--- src/hw/rtl/fcd_ram.sv ---
// ----------------------------------------------------------------------------
// fcd_ram
// Generic simple dual-port RAM: one write port, one read port, registered read.
// ----------------------------------------------------------------------------
`timescale 1ns / 1ps
`default_nettype none

module fcd_ram #(
    parameter int unsigned WIDTH = 32,
    parameter int unsigned DEPTH = 32
) (
    input  wire logic                     clk,
    input  wire logic                     we,
    input  wire logic [$clog2(DEPTH)-1:0] waddr,
    input  wire logic [WIDTH-1:0]         wdata,
    input  wire logic                     re,
    input  wire logic [$clog2(DEPTH)-1:0] raddr,
    output logic      [WIDTH-1:0]         rdata
);

    logic [WIDTH-1:0] mem [DEPTH];

    always_ff @(posedge clk)
    begin
        if (we)
        begin
            mem[waddr] <= wdata;
        end
        if (re)
        begin
            rdata <= mem[raddr];
        end
    end

endmodule

`default_nettype wire

--- config.mk ---
export PLATFORM = sky130hd
export DESIGN_NAME = fcd_ram
export DESIGN_NICKNAME = d
export VERILOG_FILES = /design/src/hw/rtl/fcd_ram.sv
export SDC_FILE = /design/constraint.sdc
export NUM_CORES = 1
export LEC_CHECK = 0
export BUFFER_PORTS_ARGS = -buffer_cell sky130_fd_sc_hd__buf_2
export CAP_MARGIN = 20
export CELL_PAD_IN_SITES_DETAIL_PLACEMENT = 2
export CELL_PAD_IN_SITES_GLOBAL_PLACEMENT = 2
export CORE_UTILIZATION = 44
export DETAILED_ROUTE_END_ITERATION = 6
export PLACE_DENSITY = 0.85
export SETUP_SLACK_MARGIN = 0.5
export SLEW_MARGIN = 20
export SYNTH_ARGS = -nofsm -noshare
export SYNTH_HDL_FRONTEND = slang
export SYNTH_SLANG_ARGS = --single-unit
--- constraint.sdc ---
create_clock -name clk -period 2.9 [get_ports clk]
set_clock_uncertainty 0.1 [all_clocks]
set_input_delay 0.145 -clock clk [delete_from_list [all_inputs] [get_ports clk]]
set_output_delay 0.145 -clock clk [all_outputs]
set_load 0.05 [all_outputs]
==> impl_metrics.toml <==
[status]
status = "complete, but fails checks"
violations = "DRC"

[clock_network]
htreeDepth = 3
clk_transition_reported_paths_ps = 70
cts_resized = 0
clock_sinks = 1056
insertion_delay_ps = 680
cts_buffer_depth = 3
cts_tree = "done"
numCtsBuffers = 108
cts_root_buf = "clkbuf_16"

[hold_path]
hold_class = "input pin to register"
hold_depth = 1
hp-start = "re"

[pwr]
power_frac_seq_pct = 50.9
p_clk_share_pct = 43.0
p_int_w = 0.0258
power_density_nw_per_um2 = 710
power.leakage_nw = 16.5
ir_drop_mv = 0.443
comb_power_share_pct = 6.0
switchingPower_w = 0.00787
swShare_pct = 23.4

[routing]
postRouteAntennaNets = 0
dr.pass1.iters = 7
wl_met3_microns = 10800
via_per_inst = 6.29
first_iter_violations = 2728
met1_length_microns = 58200
num_vias = 23800
routed_wl_microns = 153000
wl_per_cell_microns = 40.3
drc = 5
topRoutingLayerUsed = "met5"
wl_met2_microns = 76000

[critical_path]
critPathCapture = "rdata[1]$_DFFE_PP_"
critPathArrivalTime_ps = 2230
path_cells = "buf_8 -> buf_12 -> buf_12 -> buf_4 -> mux2i_1 -> a22oi_1 -> nand3_1 -> nand3_1"
path_class = "input pin to register"
reg2reg_depth = 5
r2r_slack_ps = 950
crit_buf_inv = 4
cp_max_fo = 31
regToRegStartpoint = "mem[5][10]$_DFFE_PP_"
critical_path.slowest_cell = "mux2i_1"
critical_path.max_stage_delay_ps = 320
r2r_end = "rdata[10]$_DFFE_PP_"
critical_path_depth = 8
cp-end-kind = "register"
critPathTopFamily = "buffers and inverters"
crit_required_ps = 3170
critPathLaunch = "raddr[0]"
startpoint_type = "input pin"

[sta]
rsz0062_at_grt = "no"
clock.fmax_mhz = 510
hold_viol = 0
fin_crit_ps = 1960
relSlewSlack_pct = 36.2
slew_viol_final = 0
fin_setup_tns_ps = 0
fin_crit_sh_pct = 67.6
worst-slew-pin-transition_ps = 957
setup-violations-final = 0

[logic_synthesis]
yosys.area.top_type_share_pct = 77.7
ys_ff_latch = 1056
dominantRegCellSynth = "edfxtp_1"
yosys_warnings = 0
synthArstFlopShare_pct = 0
syn_nets = 2305
synthesis.area_sq_um = 40800
synth_edf_count = 1056
synthCells = 2260
synth.avg_cell_area_sq_um = 18.1
synth.area.top_cells = "edfxtp_1, mux2i_1, a22oi_1"
yosysMostFrequentCell = "edfxtp_1"
post_synth_num_cell_types = 24
synth_common_cells = "edfxtp_1, mux2i_1, nand2_1, nand3_1"
yosys.area.top_type = "edfxtp_1"
yosysSeqAreaShare_pct = 77.7

[place]
dpl.hpwl_microns = 80900
place_congestion = 0.779
dpl-instance-area_sq_um = 43600
numPortBuffers = 76

[global_route]
grt_usage_pct = 32.4
antenna_found_initial = 8
grt_max_degree = 68
grt_pass1_vias = 26100
grt_pass1_wl_microns = 211000
grt_overflow = 0

[die]
io_pins = 77
start_util_pct = 44.4
rows = 111
die_h_microns = 307
die_x_microns = 307
dieArea_sq_um = 94000
core_sq_um = 91800

[job]
cap_viol_max_count = 0

[cells_and_area]
final_nets = 2501
stdcell_area_sq_um = 47400
area_growth_pct = 16.2
layout-drive-gt1-share_pct = 14.8
==> layout by cell type, fill, tap and decap left out, drive strengths merged <==
master	n
a21oi	96
a22o	64
a22oi	96
a31oi	32
and2	1
and2b	1
buf	181
bufinv	14
clkbuf	132
clkinv	44
clkinvlp	6
diode	2
dlygate4sd3	32
edfxtp	1056
mux2i	512
nand2	98
nand2b	2
nand3	98
nand3b	5
nor2	34
nor2b	1
nor3	32
or2	1
or3	1
or3b	3
==> power by group through the flow <==
| stage | clock, W | combinational [W] | sequential (W) |
|---|---|---|---|
| final | 0.0145 | 0.00202 | 0.0172 |
| after global routing | 0.0150 | 0.00207 | 0.0172 |
| after CTS | 0.0146 | 0.00200 | 0.0172 |
| after detailed placement | 0 | 0.00190 | 0.0175 |
| after global placement | 0 | 0.00173 | 0.0174 |
| after floorplan | 0 | 0.000879 | 0.0176 |
==> timing repair <==
action	in CTS	in global routing
endpoints found under the setup margin	0	0
hold endpoints to repair	1024	0
hold buffers	32	0
setup buffers	0	0
==> metrics by stage <==
step | power (W) | hold slack (ps) | cells | util, % | setup slack, ps
2_1_floorplan | 0.0184 | 144 | 2260 | - | 221
3_3_place_gp | 0.0192 | 528 | 3557 | 47.5 | 644
3_5_place_dp | 0.0194 | 576 | 3557 | 47.5 | 422
4_1_cts | 0.0338 | 12.2 | 3785 | 51.7 | 973
5_1_grt | 0.0342 | 8.29 | 3786 | 51.7 | 922
6_report | 0.0337 | 44.8 | 3787 | 51.7 | 939
==> kinds of logic (layout without fill, tap and decap cells) <==
group	count (synthesis)	in the layout	share of synthesized area, %
DFF	1056	1056	77.7
other	0	2	0
muxes	512	512	12.6
AOI/OAI and AO/OA	288	288	4.81
buffers and inverters	127	409	1.85
and+or+nand+nor	277	277	3.08
==> flip-flops by register name, summed over array words and instances, names as in the netlist <==
register  flops
mem        1024
rdata        32
==> how the worst min path moves through the flow <==
| stage | slack (ps) | endpoint |
|---|---|---|
| floorplan | 140 | mem[0][0]$_DFFE_PP_ |
| global placement | 530 | mem[26][3]$_DFFE_PP_ |
| detailed placement | 580 | mem[15][29]$_DFFE_PP_ |
| CTS | 10 | rdata[4]$_DFFE_PP_ |
| global route | 8 | rdata[4]$_DFFE_PP_ |
| finish | 40 | rdata[23]$_DFFE_PP_ |
==> final cells by class <==
cell class                 count  area [sq um]
antenna                        2          5.00
clock buffer                 132          2840
clock inverter                64           671
fill                        8017         44400
multi-input combinational   1077          8610
sequential                  1056         31700
tap                         1243          1560
timing repair buffer         213          2040
==> per-layer routing <==
layer	global-route usage, %	vias to the layer above
met4	15.3	6
met5	0	-
met3	5.56	391
li1	-	9417
met1	40.4	12800
met2	55.2	1235
Note: power is estimated with default switching activity, not from simulation.
